<file path="src/hdl/bsr_pkg.sv">
// Shared constants for the Babylonian square root block.
// Used by bsr_csr, bsr_divider and babylonian_square_root; depends on nothing.
`timescale 1ns / 1ps

package bsr_pkg;

   localparam int FRAC_BITS  = 16;
   localparam int MAX_ROUNDS = 32;

   localparam int RAD_W    = 32;
   localparam int ROOT_W   = 24;
   localparam int ROUNDS_W = 6;
   localparam int TOL_W    = 16;
   localparam int APB_W    = 32;
   localparam int ADDR_W   = 2;

   localparam int GUESS_W = RAD_W;
   localparam int NUM_W   = RAD_W + FRAC_BITS;
   localparam int CNT_W   = $clog2(NUM_W + 1);
   localparam int RCNT_W  = $clog2(MAX_ROUNDS + 1);

   localparam logic [TOL_W-1:0]  TOL_RESET  = TOL_W'(655);
   localparam logic [ROOT_W-1:0] ROOT_MAX   = {ROOT_W{1'b1}};
   localparam logic [ROUNDS_W-1:0] ROUNDS_MAX = {ROUNDS_W{1'b1}};

   localparam logic [ADDR_W-1:0] ADDR_TOLERANCE = ADDR_W'(0);

endpackage

</file>
<file path="src/hdl/bsr_csr.sv">
// APB-style register port holding the convergence tolerance.
// Depends on bsr_pkg.
`timescale 1ns / 1ps

module bsr_csr (
   input  logic                          clock,
   input  logic                          reset,
   input  logic                          psel,
   input  logic                          penable,
   input  logic                          pwrite,
   input  logic [bsr_pkg::ADDR_W-1:0]    paddr,
   input  logic [bsr_pkg::APB_W-1:0]     pwdata,
   output logic [bsr_pkg::APB_W-1:0]     prdata,
   output logic                          pready,
   output logic [bsr_pkg::TOL_W-1:0]     tolerance
);

   logic [bsr_pkg::TOL_W-1:0] tol_ff;
   logic [bsr_pkg::TOL_W-1:0] tol_in;
   logic                      hit;

   assign hit    = (paddr == bsr_pkg::ADDR_TOLERANCE);
   assign pready = 1'b1;

   always_comb begin
      tol_in = tol_ff;
      if (psel && penable && pwrite && hit) begin
         tol_in = pwdata[bsr_pkg::TOL_W-1:0];
      end
   end

   always_ff @(posedge clock) begin
      if (reset) begin
         tol_ff <= bsr_pkg::TOL_RESET;
      end else begin
         tol_ff <= tol_in;
      end
   end

   assign prdata    = hit ? bsr_pkg::APB_W'(tol_ff) : '0;
   assign tolerance = tol_ff;

endmodule

</file>
<file path="src/hdl/bsr_divider.sv">
// Radix-2 restoring divider that shifts in one dividend bit and one quotient bit per cycle.
// Depends on bsr_pkg.
`timescale 1ns / 1ps

module bsr_divider (
   input  logic                           clock,
   input  logic                           reset,
   input  logic                           start,
   input  logic [bsr_pkg::NUM_W-1:0]      dividend,
   input  logic [bsr_pkg::GUESS_W-1:0]    divisor,
   output logic                           done,
   output logic [bsr_pkg::NUM_W-1:0]      quotient
);

   localparam int REM_W = bsr_pkg::GUESS_W + 1;

   logic [bsr_pkg::CNT_W-1:0]   cnt_ff, cnt_in;
   logic                        done_ff, done_in;
   logic [bsr_pkg::NUM_W-1:0]   nq_ff, nq_in;
   logic [bsr_pkg::GUESS_W-1:0] rem_ff, rem_in;
   logic [bsr_pkg::GUESS_W-1:0] dv_ff, dv_in;
   logic [REM_W-1:0]            rem_sh;
   logic [REM_W:0]              trial;

   assign rem_sh = {rem_ff, nq_ff[bsr_pkg::NUM_W-1]};
   assign trial  = {1'b0, rem_sh} - {2'b00, dv_ff};

   always_comb begin
      cnt_in  = cnt_ff;
      done_in = 1'b0;
      nq_in   = nq_ff;
      rem_in  = rem_ff;
      dv_in   = dv_ff;
      if (start) begin
         cnt_in = bsr_pkg::CNT_W'(bsr_pkg::NUM_W);
         nq_in  = dividend;
         rem_in = '0;
         dv_in  = divisor;
      end else if (cnt_ff != '0) begin
         cnt_in = cnt_ff - 1'b1;
         if (trial[REM_W]) begin
            rem_in = rem_sh[bsr_pkg::GUESS_W-1:0];
            nq_in  = {nq_ff[bsr_pkg::NUM_W-2:0], 1'b0};
         end else begin
            rem_in = trial[bsr_pkg::GUESS_W-1:0];
            nq_in  = {nq_ff[bsr_pkg::NUM_W-2:0], 1'b1};
         end
         if (cnt_ff == bsr_pkg::CNT_W'(1)) begin
            done_in = 1'b1;
         end
      end
   end

   always_ff @(posedge clock) begin
      if (reset) begin
         cnt_ff  <= '0;
         done_ff <= 1'b0;
      end else begin
         cnt_ff  <= cnt_in;
         done_ff <= done_in;
      end
   end

   always_ff @(posedge clock) begin
      nq_ff  <= nq_in;
      rem_ff <= rem_in;
      dv_ff  <= dv_in;
   end

   assign done     = done_ff;
   assign quotient = nq_ff;

endmodule

</file>
<file path="src/hdl/babylonian_square_root.sv">
// Sequence: a zero radicand is answered straight from idle; otherwise each Newton round runs the
// 48-step bit-serial divider, then the mean state and the check state; up to 32 rounds.
// One request at a time; busy falls as the result strobe rises, so the next request can be
// accepted in that cycle.
// Reset is synchronous and active high; it clears the sequencer and sets tolerance to 655.
// The receiver cannot stall: each result is shown on rsp_valid for exactly one cycle.
// Depends on bsr_pkg, bsr_csr and bsr_divider.
`timescale 1ns / 1ps

module babylonian_square_root (
   input  logic                             clock,
   input  logic                             reset,
   input  logic                             start,
   output logic                             busy,
   input  logic [bsr_pkg::RAD_W-1:0]        req_radicand,
   output logic                             rsp_valid,
   output logic [bsr_pkg::ROOT_W-1:0]       rsp_root,
   output logic [bsr_pkg::ROUNDS_W-1:0]     rsp_rounds_used,
   output logic                             rsp_cap_hit,
   input  logic                             psel,
   input  logic                             penable,
   input  logic                             pwrite,
   input  logic [bsr_pkg::ADDR_W-1:0]       paddr,
   input  logic [bsr_pkg::APB_W-1:0]        pwdata,
   output logic [bsr_pkg::APB_W-1:0]        prdata,
   output logic                             pready
);

   localparam logic [1:0] S_IDLE  = 2'd0;
   localparam logic [1:0] S_DIV   = 2'd1;
   localparam logic [1:0] S_MEAN  = 2'd2;
   localparam logic [1:0] S_CHECK = 2'd3;

   localparam int GW = bsr_pkg::GUESS_W;
   localparam int NW = bsr_pkg::NUM_W;

   logic [1:0]                     state_ff, state_in;
   logic [bsr_pkg::RAD_W-1:0]      rad_ff, rad_in;
   logic [GW-1:0]                  guess_ff, guess_in;
   logic [GW-1:0]                  prev_ff, prev_in;
   logic [bsr_pkg::RCNT_W-1:0]     rounds_ff, rounds_in;
   logic                           valid_ff, valid_in;
   logic [bsr_pkg::ROOT_W-1:0]     root_ff, root_in;
   logic [bsr_pkg::ROUNDS_W-1:0]   rused_ff, rused_in;
   logic                           cap_ff, cap_in;

   logic [bsr_pkg::TOL_W-1:0]      tolerance;
   logic                           accept;
   logic                           div_start;
   logic                           div_done;
   logic [NW-1:0]                  div_dividend;
   logic [GW-1:0]                  div_divisor;
   logic [NW-1:0]                  quotient;
   logic [GW-1:0]                  guess0;
   logic [NW:0]                    mean_sum;
   logic [GW-1:0]                  mean;
   logic [GW-1:0]                  change;
   logic                           converged;
   logic                           at_cap;

   bsr_csr u_csr (
      .clock     (clock),
      .reset     (reset),
      .psel      (psel),
      .penable   (penable),
      .pwrite    (pwrite),
      .paddr     (paddr),
      .pwdata    (pwdata),
      .prdata    (prdata),
      .pready    (pready),
      .tolerance (tolerance)
   );

   bsr_divider u_div (
      .clock    (clock),
      .reset    (reset),
      .start    (div_start),
      .dividend (div_dividend),
      .divisor  (div_divisor),
      .done     (div_done),
      .quotient (quotient)
   );

   assign busy   = (state_ff != S_IDLE);
   assign accept = start && !busy;

   assign guess0 = (req_radicand[bsr_pkg::RAD_W-1:1] == '0) ?
                   GW'(1) : GW'(req_radicand >> 1);

   assign mean_sum = (NW+1)'(guess_ff >> 1) + (NW+1)'(quotient >> 1)
                   + (NW+1)'(guess_ff[0] & quotient[0]);
   assign mean     = mean_sum[GW-1:0];

   assign change    = (guess_ff >= prev_ff) ? (guess_ff - prev_ff) : (prev_ff - guess_ff);
   assign converged = (change <= GW'(tolerance));
   assign at_cap    = (rounds_ff == bsr_pkg::RCNT_W'(bsr_pkg::MAX_ROUNDS));

   assign div_dividend = (state_ff == S_IDLE) ?
                         {req_radicand, bsr_pkg::FRAC_BITS'(0)} :
                         {rad_ff, bsr_pkg::FRAC_BITS'(0)};
   assign div_divisor  = (state_ff == S_IDLE) ? guess0 : guess_ff;
   assign div_start    = (accept && (req_radicand != '0)) ||
                         ((state_ff == S_CHECK) && !converged && !at_cap);

   always_comb begin
      state_in  = state_ff;
      rad_in    = rad_ff;
      guess_in  = guess_ff;
      prev_in   = prev_ff;
      rounds_in = rounds_ff;
      valid_in  = 1'b0;
      root_in   = root_ff;
      rused_in  = rused_ff;
      cap_in    = cap_ff;
      unique case (state_ff)
         S_IDLE: begin
            if (accept) begin
               rad_in    = req_radicand;
               guess_in  = guess0;
               rounds_in = '0;
               if (req_radicand == '0) begin
                  valid_in = 1'b1;
                  root_in  = '0;
                  rused_in = '0;
                  cap_in   = 1'b0;
               end else begin
                  state_in = S_DIV;
               end
            end
         end
         S_DIV: begin
            if (div_done) begin
               state_in = S_MEAN;
            end
         end
         S_MEAN: begin
            prev_in   = guess_ff;
            guess_in  = (mean == '0) ? GW'(1) : mean;
            rounds_in = rounds_ff + 1'b1;
            state_in  = S_CHECK;
         end
         S_CHECK: begin
            if (converged || at_cap) begin
               state_in = S_IDLE;
               valid_in = 1'b1;
               root_in  = (guess_ff > GW'(bsr_pkg::ROOT_MAX)) ?
                          bsr_pkg::ROOT_MAX : guess_ff[bsr_pkg::ROOT_W-1:0];
               rused_in = (32'(rounds_ff) > 32'(bsr_pkg::ROUNDS_MAX)) ?
                          bsr_pkg::ROUNDS_MAX : bsr_pkg::ROUNDS_W'(rounds_ff);
               cap_in   = !converged;
            end else begin
               state_in = S_DIV;
            end
         end
         default: begin
            state_in = S_IDLE;
         end
      endcase
   end

   always_ff @(posedge clock) begin
      if (reset) begin
         state_ff <= S_IDLE;
         valid_ff <= 1'b0;
      end else begin
         state_ff <= state_in;
         valid_ff <= valid_in;
      end
   end

   always_ff @(posedge clock) begin
      rad_ff    <= rad_in;
      guess_ff  <= guess_in;
      prev_ff   <= prev_in;
      rounds_ff <= rounds_in;
      root_ff   <= root_in;
      rused_ff  <= rused_in;
      cap_ff    <= cap_in;
   end

   assign rsp_valid       = valid_ff;
   assign rsp_root        = root_ff;
   assign rsp_rounds_used = rused_ff;
   assign rsp_cap_hit     = cap_ff;

   a_done_in_div: assert property (@(posedge clock) disable iff (reset)
      div_done |-> (state_ff == S_DIV))
      else $error("Divider finished outside the divide state.");

   a_guess_nonzero: assert property (@(posedge clock) disable iff (reset)
      (state_ff == S_DIV) |-> (guess_ff != '0))
      else $error("Division started with a zero guess.");

   a_cap_rounds: assert property (@(posedge clock) disable iff (reset)
      (rsp_valid && rsp_cap_hit) |->
         (32'(rsp_rounds_used) == ((bsr_pkg::MAX_ROUNDS > 63) ? 63 : bsr_pkg::MAX_ROUNDS)))
      else $error("Cap flag set without the full number of rounds.");

   a_zero_rounds: assert property (@(posedge clock) disable iff (reset)
      (rsp_valid && (rsp_rounds_used == '0)) |-> ((rsp_root == '0) && !rsp_cap_hit))
      else $error("Result without rounds must be a zero root.");

   a_result_ends_busy: assert property (@(posedge clock) disable iff (reset)
      $rose(rsp_valid) && $past(busy) |-> !busy)
      else $error("Result issued while the sequencer is still running.");

endmodule

</file>
<file path="config.mk">
export PLATFORM = sky130hd
export DESIGN_NAME = babylonian_square_root
export DESIGN_NICKNAME = d
export VERILOG_FILES = /design/src/hdl/bsr_pkg.sv /design/src/hdl/bsr_csr.sv /design/src/hdl/bsr_divider.sv /design/src/hdl/babylonian_square_root.sv
export SDC_FILE = /design/constraint.sdc
export NUM_CORES = 1
export LEC_CHECK = 0
export BUFFER_PORTS_ARGS = -buffer_cell sky130_fd_sc_hd__buf_2
export CORE_MARGIN = 2
export CORE_UTILIZATION = 48
export CTS_CLUSTER_DIAMETER = 30
export DETAILED_ROUTE_END_ITERATION = 6
export PLACE_DENSITY = 0.65
export SKIP_LAST_GASP = 1
export SLEW_MARGIN = 20
export SYNTH_ARGS = -nofsm -noshare
export SYNTH_HDL_FRONTEND = slang
export SYNTH_SLANG_ARGS = --single-unit
</file>
<file path="constraint.sdc">
create_clock -name clock -period 7.9 [get_ports clock]
set_input_delay 1.58 -clock clock [delete_from_list [all_inputs] [get_ports clock]]
set_output_delay 1.58 -clock clock [all_outputs]
set_load 0.1 [all_outputs]
</file>
==> results of run 1 <==
## cell type report
cell class | count | area [um2]
fillers | 3312 | 16200
multi-input cells | 1364 | 9440
flip-flops and latches | 271 | 7560
clock buffers | 69 | 1510
inverters | 195 | 732
repair buffers | 123 | 676
well taps | 511 | 639
clock inverters | 43 | 612
## synth_stat cells (6+ instances only)
| master | count |
|---|---|
| sky130_fd_sc_hd__clkbuf_1 | 79 |
| sky130_fd_sc_hd__mux2i_1 | 10 |
| sky130_fd_sc_hd__a21oi_1 | 148 |
| sky130_fd_sc_hd__xnor2_1 | 54 |
| sky130_fd_sc_hd__a21o_1 | 37 |
| sky130_fd_sc_hd__o21bai_1 | 18 |
| sky130_fd_sc_hd__a31oi_1 | 14 |
| sky130_fd_sc_hd__inv_1 | 195 |
| sky130_fd_sc_hd__nor4_1 | 17 |
| sky130_fd_sc_hd__nand4_1 | 29 |
| sky130_fd_sc_hd__o211ai_1 | 18 |
| sky130_fd_sc_hd__nor3_1 | 64 |
| sky130_fd_sc_hd__o31a_1 | 8 |
| sky130_fd_sc_hd__dfxtp_1 | 58 |
| sky130_fd_sc_hd__edfxtp_1 | 213 |
| sky130_fd_sc_hd__mux2_2 | 55 |
| sky130_fd_sc_hd__and3_1 | 7 |
| sky130_fd_sc_hd__o21ai_0 | 138 |
| sky130_fd_sc_hd__nor2_1 | 137 |
| sky130_fd_sc_hd__a211o_1 | 11 |
| sky130_fd_sc_hd__or2_2 | 6 |
| sky130_fd_sc_hd__and2_1 | 18 |
| sky130_fd_sc_hd__xor2_1 | 34 |
| sky130_fd_sc_hd__ha_1 | 150 |
| sky130_fd_sc_hd__mux2_1 | 9 |
| sky130_fd_sc_hd__a211oi_1 | 40 |
| sky130_fd_sc_hd__o31ai_1 | 11 |
| sky130_fd_sc_hd__o21a_1 | 43 |
| sky130_fd_sc_hd__nand3_1 | 27 |
| sky130_fd_sc_hd__buf_1 | 10 |
| sky130_fd_sc_hd__nand2b_1 | 16 |
| sky130_fd_sc_hd__nand2_1 | 138 |
| sky130_fd_sc_hd__buf_4 | 17 |
| sky130_fd_sc_hd__nor2b_1 | 11 |
## sequential cells by signal, summed over array words and instances (netlist names), 2 cells and up
signal,cells
rounds_ff,6
u_div.quotient,48
rsp_rounds_used,6
rad_ff,32
u_div.rem_ff,32
rsp_root,24
guess_ff,32
u_csr.tolerance,16
prev_ff,32
u_div.dv_ff,32
u_div.cnt_ff,6
state_ff,2
## cell families (layout without fill, tap and decap cells)
kind of cell / count (synthesis) / in the layout / synth area share
compound gates: 538 / 538 / 0.191
other cells: 2 / 17 / 0.000415
fa+ha+maj: 155 / 155 / 0.109
flops: 271 / 271 / 0.417
buf+inv: 302 / 430 / 0.0662
mux: 74 / 74 / 0.0453
xor+xnor: 88 / 88 / 0.0426
simple gates: 492 / 492 / 0.128
## stage by stage
stage	instances	utilization	hold WS (ns)	setup slack, ns	instance area [um2]
floorplan	1937	-	0.436	1.58	18200
global placement	2464	0.509	0.445	1.31	19000
detailed placement	2464	0.509	0.448	1.33	19000
CTS	2576	0.566	0.456	1.27	21200
global route	2576	0.566	0.470	0.845	21200
finish	2576	0.566	0.456	1.25	21200
## layer usage
metal	vias to the layer above	wire length [um]
li1	7094	-
met1	7059	22000
met2	392	22600
met3	77	2220
met4	0	1360
met5	-	0
## final timing paths
check | start | to | slack, ns | cells past startpoint
max | guess_ff[0] | u_div.quotient[46] | 1.25 | 26
min | u_csr.tolerance[11] | u_csr.tolerance[11] | 0.46 | 2
max reg2reg | guess_ff[0] | u_div.quotient[46] | 1.25 | 26
min reg2reg | u_csr.tolerance[11] | u_csr.tolerance[11] | 0.46 | 2
## critical path, stage by stage, from the launching register on
cell,delay [ns]
sky130_fd_sc_hd__edfxtp_1,0.44
sky130_fd_sc_hd__inv_1,0.14
sky130_fd_sc_hd__ha_1,0.18
sky130_fd_sc_hd__inv_1,0.05
sky130_fd_sc_hd__fa_1,0.38
sky130_fd_sc_hd__a211oi_1,0.22
sky130_fd_sc_hd__o21ai_1,0.19
sky130_fd_sc_hd__a211oi_1,0.48
sky130_fd_sc_hd__o211ai_1,0.29
sky130_fd_sc_hd__and2_1,0.44
sky130_fd_sc_hd__or3_1,0.39
sky130_fd_sc_hd__o31a_1,0.13
sky130_fd_sc_hd__a41oi_1,0.25
sky130_fd_sc_hd__xnor2_1,0.17
sky130_fd_sc_hd__ha_1,0.29
sky130_fd_sc_hd__a21o_1,0.20
sky130_fd_sc_hd__a21o_1,0.18
sky130_fd_sc_hd__a21oi_1,0.12
sky130_fd_sc_hd__o21ai_0,0.10
sky130_fd_sc_hd__a21oi_1,0.12
sky130_fd_sc_hd__a31o_2,0.17
sky130_fd_sc_hd__nand4_1,0.10
sky130_fd_sc_hd__nor3_1,0.19
sky130_fd_sc_hd__buf_4,0.21
sky130_fd_sc_hd__o22ai_4,0.11
sky130_fd_sc_hd__buf_4,0.39
sky130_fd_sc_hd__mux2_1,0.40
==> parameters.txt, run 1 <==
Parameter                              Value

GRT
  Number of antenna violations at the first check in global routing ... 0
  Wire length of the first global-routing pass ... 76.1 mm
  Number of global-route vias before repair ... 14,219
  GRT met2 Usage ... 0.402
  Top Usage Layer GRT ... met2
  Met1 layer usage reported by global route ... 0.339
  Total congestion overflow ... 0
  Global Route met3 Usage ... 0.0305
  Maximum number of pins on one net before global-route repair ... 61
  All-Layer GR Usage ... 0.248

CTS
  Clock-pin slew reported for the worst setup and hold paths after clock tree synthesis ... 0.05 ns
  Hold buffers post-CTS ... 0
  Maximum level of the CTS H-tree ... 2
  Post-CTS Setup Inserts ... 0
  Post-CTS resize count ... 0
  Clock latency of the later-clocked register in the worst-skew pair ... 0.62 ns
  Clock tree root driver cell ... sky130_fd_sc_hd__clkbuf_16
  CTS tree ... done
  Total CTS buffers ... 59
  CTS Sinks ... 271
  Maximum root-to-sink buffer count ... 3

Synth
  Combined area of all synthesized cells ... 18,100 um2
  Commonest register cell after synthesis ... sky130_fd_sc_hd__edfxtp_1
  Largest area contributor in the netlist ... sky130_fd_sc_hd__edfxtp_1
  #FFs+latches synth ... 271
  EDFF count, synth ... 213
  Sequential element share of the synthesized area ... 0.417
  Mapped Cells ... 1,922
  Number of distinct library cells after synthesis ... 73
  Fraction of post-synthesis cell area in the top cell type by area ... 0.353
  Cell types occupying the most area after synthesis ... sky130_fd_sc_hd__edfxtp_1 35%, sky130_fd_sc_hd__ha_1 10%, sky130_fd_sc_hd__dfxtp_1 6.4%, sky130_fd_sc_hd__a21oi_1 4.1%, sky130_fd_sc_hd__inv_1 4.0%
  Yosys synthesis warning count ... 0
  Share of synthesized flip-flops with an asynchronous set or reset ... 0
  Average cell area after synthesis ... 9.42 um2

Cells and area
  Most frequent standard cell in the layout excluding fill and tap cells ... sky130_fd_sc_hd__edfxtp_1
  Top library cells by usage in the layout, fill and taps aside ... 213 x sky130_fd_sc_hd__edfxtp_1, 195 x sky130_fd_sc_hd__inv_1, 148 x sky130_fd_sc_hd__a21oi_1, 148 x sky130_fd_sc_hd__ha_1, 138 x sky130_fd_sc_hd__nand2_1
  Layout Nets ... 2,241
  Layout cell share with drive strength beyond 1 ... 0.146
  Synthesis-to-finish area growth ... 16.9%
  Antenna diodes ... 0

Die
  Starting utilization of the core area ... 0.484
  Standard-cell rows ... 71
  Die area ... 39,300 um2
  Die boundary height ... 198 um
  Horizontal extent of the die ... 198 um
  IO Pins ... 138
  Placeable Area ... 37,400 um2

Worst setup path
  Arrival time at the worst endpoint ... 7.00 ns
  CP endpoint kind ... flop
  Worst Setup Path Type ... reg2reg
  Critical-path maximum fanout ... 58
  Required time of the critical path ... 8.24 ns
  Sort of element at the start of the critical path ... flop

Timing
  Post-route clock skew ... 0.0248 ns
  Count of endpoints failing hold in the final timing report ... 0
  Fraction of the cycle the final worst path needs ... 0.842
  Clock period minus final worst setup slack ... 6.65 ns
  Slew margin rel. ... 0.323
  Count of pins over their slew limit ... 0
  Total of endpoints with negative setup slack in the final report ... 0
  Setup repair after global routing missed its margin ... false
  Transition at the pin with the smallest max-transition slack ... 1.01 ns
  Final total negative setup slack ... 0 ns
  F_max ... 150 MHz

Route
  Overall routed net length ... 48.3 mm
  Overall via count from detail_route ... 14,622
  Detailed router's first-iteration violation count ... 1,145
  Final ANT Viol Nets ... 0
  TritonRoute pass-1 iters ... 5
  Mean number of vias per cell ... 5.68
  DRC violations left ... 0
  Routed wire per std cell ... 18.7 um

Placed design
  Placer congestion estimate ... 0.921
  Final HPWL from detailed placement ... 36.0 mm
  Count of buffers inserted at the top-level ports ... 104

Run
  Max_cap viols ... 0

Worst hold path
  Worst hold path class ... reg2reg

Run status
  Run status ... finished clean
Power of run 1 is not shown: default switching activity piles up to over one toggle a cycle in this logic, so the estimate is an artifact.
==> run 2, diff against run 1 <==
==> constraint.sdc (replaced) <==
create_clock -name clock -period 6.7 [get_ports clock]
set_input_delay 1.34 -clock clock [delete_from_list [all_inputs] [get_ports clock]]
set_output_delay 1.34 -clock clock [all_outputs]
set_load 0.1 [all_outputs]
==> run 2 against run 1 <==
Effect of this change: count of clock-buffer cells in the layout increased by 4; register-to-register slack got worse by 0.80 ns; cell count rose by 1.0%; die area unchanged; wire length rose by 2.4%; first-iteration DRC count shrank 2.3%; maximum frequency grew 6.4%; via count up 1.3%; flip-flop and latch count did not move; critical path type unchanged; sequential share of layout area shrank 0.42 points; critical path depth fell by 1.
==> parameters.txt, run 2 (synthesis results as in run 1) <==
Parameter                              Value

Run status
  Run status ... finished clean

GRT
  Wire length of the first global-routing pass ... 77.5 mm
  Maximum number of pins on one net before global-route repair ... 57
  Total congestion overflow ... 0
  Number of global-route vias before repair ... 14,408
  Number of antenna violations at the first check in global routing ... 0
  All-Layer GR Usage ... 0.252

Cells and area
  Layout cell share with drive strength beyond 1 ... 0.161
  Area occupied by multi-input gates ... 9440 um2
  Top library cells by usage in the layout, fill and taps aside ... 213 x sky130_fd_sc_hd__edfxtp_1, 195 x sky130_fd_sc_hd__inv_1, 148 x sky130_fd_sc_hd__a21oi_1, 148 x sky130_fd_sc_hd__ha_1, 138 x sky130_fd_sc_hd__nand2_1
  Sequential standard cell area ... 7560 um2
  Number of flip-flops under the largest register name ... 48
  Filler Cells Inserted ... 3,262
  Synthesis-to-finish area growth ... 18.3%
  Antenna diodes ... 0
  Design Area, Final ... 21,400 um2
  Layout Nets ... 2,269
  Core occupancy in the finished layout ... 0.573
  Most frequent standard cell in the layout excluding fill and tap cells ... sky130_fd_sc_hd__edfxtp_1

Route
  DRC violations left ... 0
  Overall routed net length ... 49.4 mm
  Routed wire per std cell ... 19.0 um
  Overall via count from detail_route ... 14,811
  Detailed router's first-iteration violation count ... 1,119
  Final ANT Viol Nets ... 0
  Mean number of vias per cell ... 5.69
  TritonRoute pass-1 iters ... 5

Run
  Max_cap viols ... 0

Die
  Starting utilization of the core area ... 0.484
  Standard-cell rows ... 71
  Die area ... 39,300 um2
  Die boundary height ... 198 um
  Placeable Area ... 37,400 um2
  Horizontal extent of the die ... 198 um
  IO Pins ... 138

Worst setup path
  CP endpoint kind ... flop
  Critical-path maximum fanout ... 34
  Sort of element at the start of the critical path ... flop
  Required time of the critical path ... 7.19 ns
  Arrival time at the worst endpoint ... 6.74 ns
  Worst Setup Path Type ... reg2reg

Timing
  Transition at the pin with the smallest max-transition slack ... 1.02 ns
  Fraction of the cycle the final worst path needs ... 0.933
  Final total negative setup slack ... 0 ns
  Total of endpoints with negative setup slack in the final report ... 0
  F_max ... 160 MHz
  Count of pins over their slew limit ... 0
  Post-route clock skew ... 0.0489 ns
  Setup repair after global routing missed its margin ... false
  Slew margin rel. ... 0.321
  Clock period minus final worst setup slack ... 6.25 ns
  Count of endpoints failing hold in the final timing report ... 0

CTS
  CTS tree ... done
  CTS Sinks ... 271
  Maximum root-to-sink buffer count ... 3
  Clock-pin slew reported for the worst setup and hold paths after clock tree synthesis ... 0.05 ns
  Post-CTS resize count ... 0
  Total CTS buffers ... 58
  Hold buffers post-CTS ... 0
  Post-CTS Setup Inserts ... 0
  Clock latency of the later-clocked register in the worst-skew pair ... 0.62 ns
  Maximum level of the CTS H-tree ... 2
  Clock tree root driver cell ... sky130_fd_sc_hd__clkbuf_16

Placed design
  Instance area at placement ... 19,300 um2
  Final HPWL from detailed placement ... 37.1 mm
  Count of buffers inserted at the top-level ports ... 104
  Placer congestion estimate ... 0.918

Worst hold path
  Worst hold path class ... reg2reg
[run 2: metrics by stage]
stage | worst slack (ns) | hold slack (ns) | std cells
3_5_place_dp | 0.522 | 0.448 | 2493
2_1_floorplan | 0.383 | 0.436 | 1937
4_1_cts | 0.467 | 0.454 | 2603
3_3_place_gp | 0.593 | 0.445 | 2493
5_1_grt | 0.103 | 0.481 | 2603
6_report | 0.446 | 0.451 | 2603
[run 2: worst max-delay path: stages, from the launching register on]
cell and delay [ns]:
sky130_fd_sc_hd__edfxtp_1 0.38, sky130_fd_sc_hd__inv_1 0.07, sky130_fd_sc_hd__ha_1 0.47, sky130_fd_sc_hd__a21oi_1 0.28
sky130_fd_sc_hd__o21ai_0 0.18, sky130_fd_sc_hd__a221oi_1 0.69, sky130_fd_sc_hd__o211ai_1 0.21, sky130_fd_sc_hd__and2_1 0.31
sky130_fd_sc_hd__or3_1 0.34, sky130_fd_sc_hd__o31a_1 0.14, sky130_fd_sc_hd__a41oi_1 0.26, sky130_fd_sc_hd__xnor2_1 0.18
sky130_fd_sc_hd__ha_1 0.29, sky130_fd_sc_hd__a21o_1 0.18, sky130_fd_sc_hd__a21o_1 0.17, sky130_fd_sc_hd__a21oi_1 0.14
sky130_fd_sc_hd__o21ai_0 0.09, sky130_fd_sc_hd__a21oi_1 0.12, sky130_fd_sc_hd__a31o_2 0.17, sky130_fd_sc_hd__nand4_1 0.11
sky130_fd_sc_hd__nor3_1 0.20, sky130_fd_sc_hd__buf_4 0.21, sky130_fd_sc_hd__o22ai_4 0.14, sky130_fd_sc_hd__buf_4 0.32
sky130_fd_sc_hd__buf_12 0.23, sky130_fd_sc_hd__nor3_1 0.22
[run 2: per-layer routing]
| layer | vias up | track usage | part of all wire |
|---|---|---|---|
| li1 | 7156 | - | - |
| met1 | 7061 | 0.341 | 0.45 |
| met2 | 488 | 0.414 | 0.46 |
| met3 | 106 | 0.0330 | 0.055 |
| met4 | 0 | 0.0955 | 0.031 |
| met5 | - | 0 | 0 |
[run 2: area by class of cell]
cell class,count,share of cell area
Clock buffer,73,0.0751
Multi-Input combinational cell,1364,0.441
Sequential cell,271,0.353
Timing Repair Buffer,152,0.0435
Clock inverter,37,0.0240
Inverter,195,0.0342
Tap cell,511,0.0299
[run 2: path summary, 6_finish.rpt]
check | slack (ns) | cells past startpoint | to | startpoint
min reg2reg | 0.45 | 2 | u_csr.tolerance[10] | u_csr.tolerance[10]
max reg2reg | 0.45 | 25 | u_div.rem_ff[29] | guess_ff[23]
min | 0.45 | 2 | u_csr.tolerance[10] | u_csr.tolerance[10]
max | 0.45 | 25 | u_div.rem_ff[29] | guess_ff[23]
Power of run 2 is left out for the same reason.
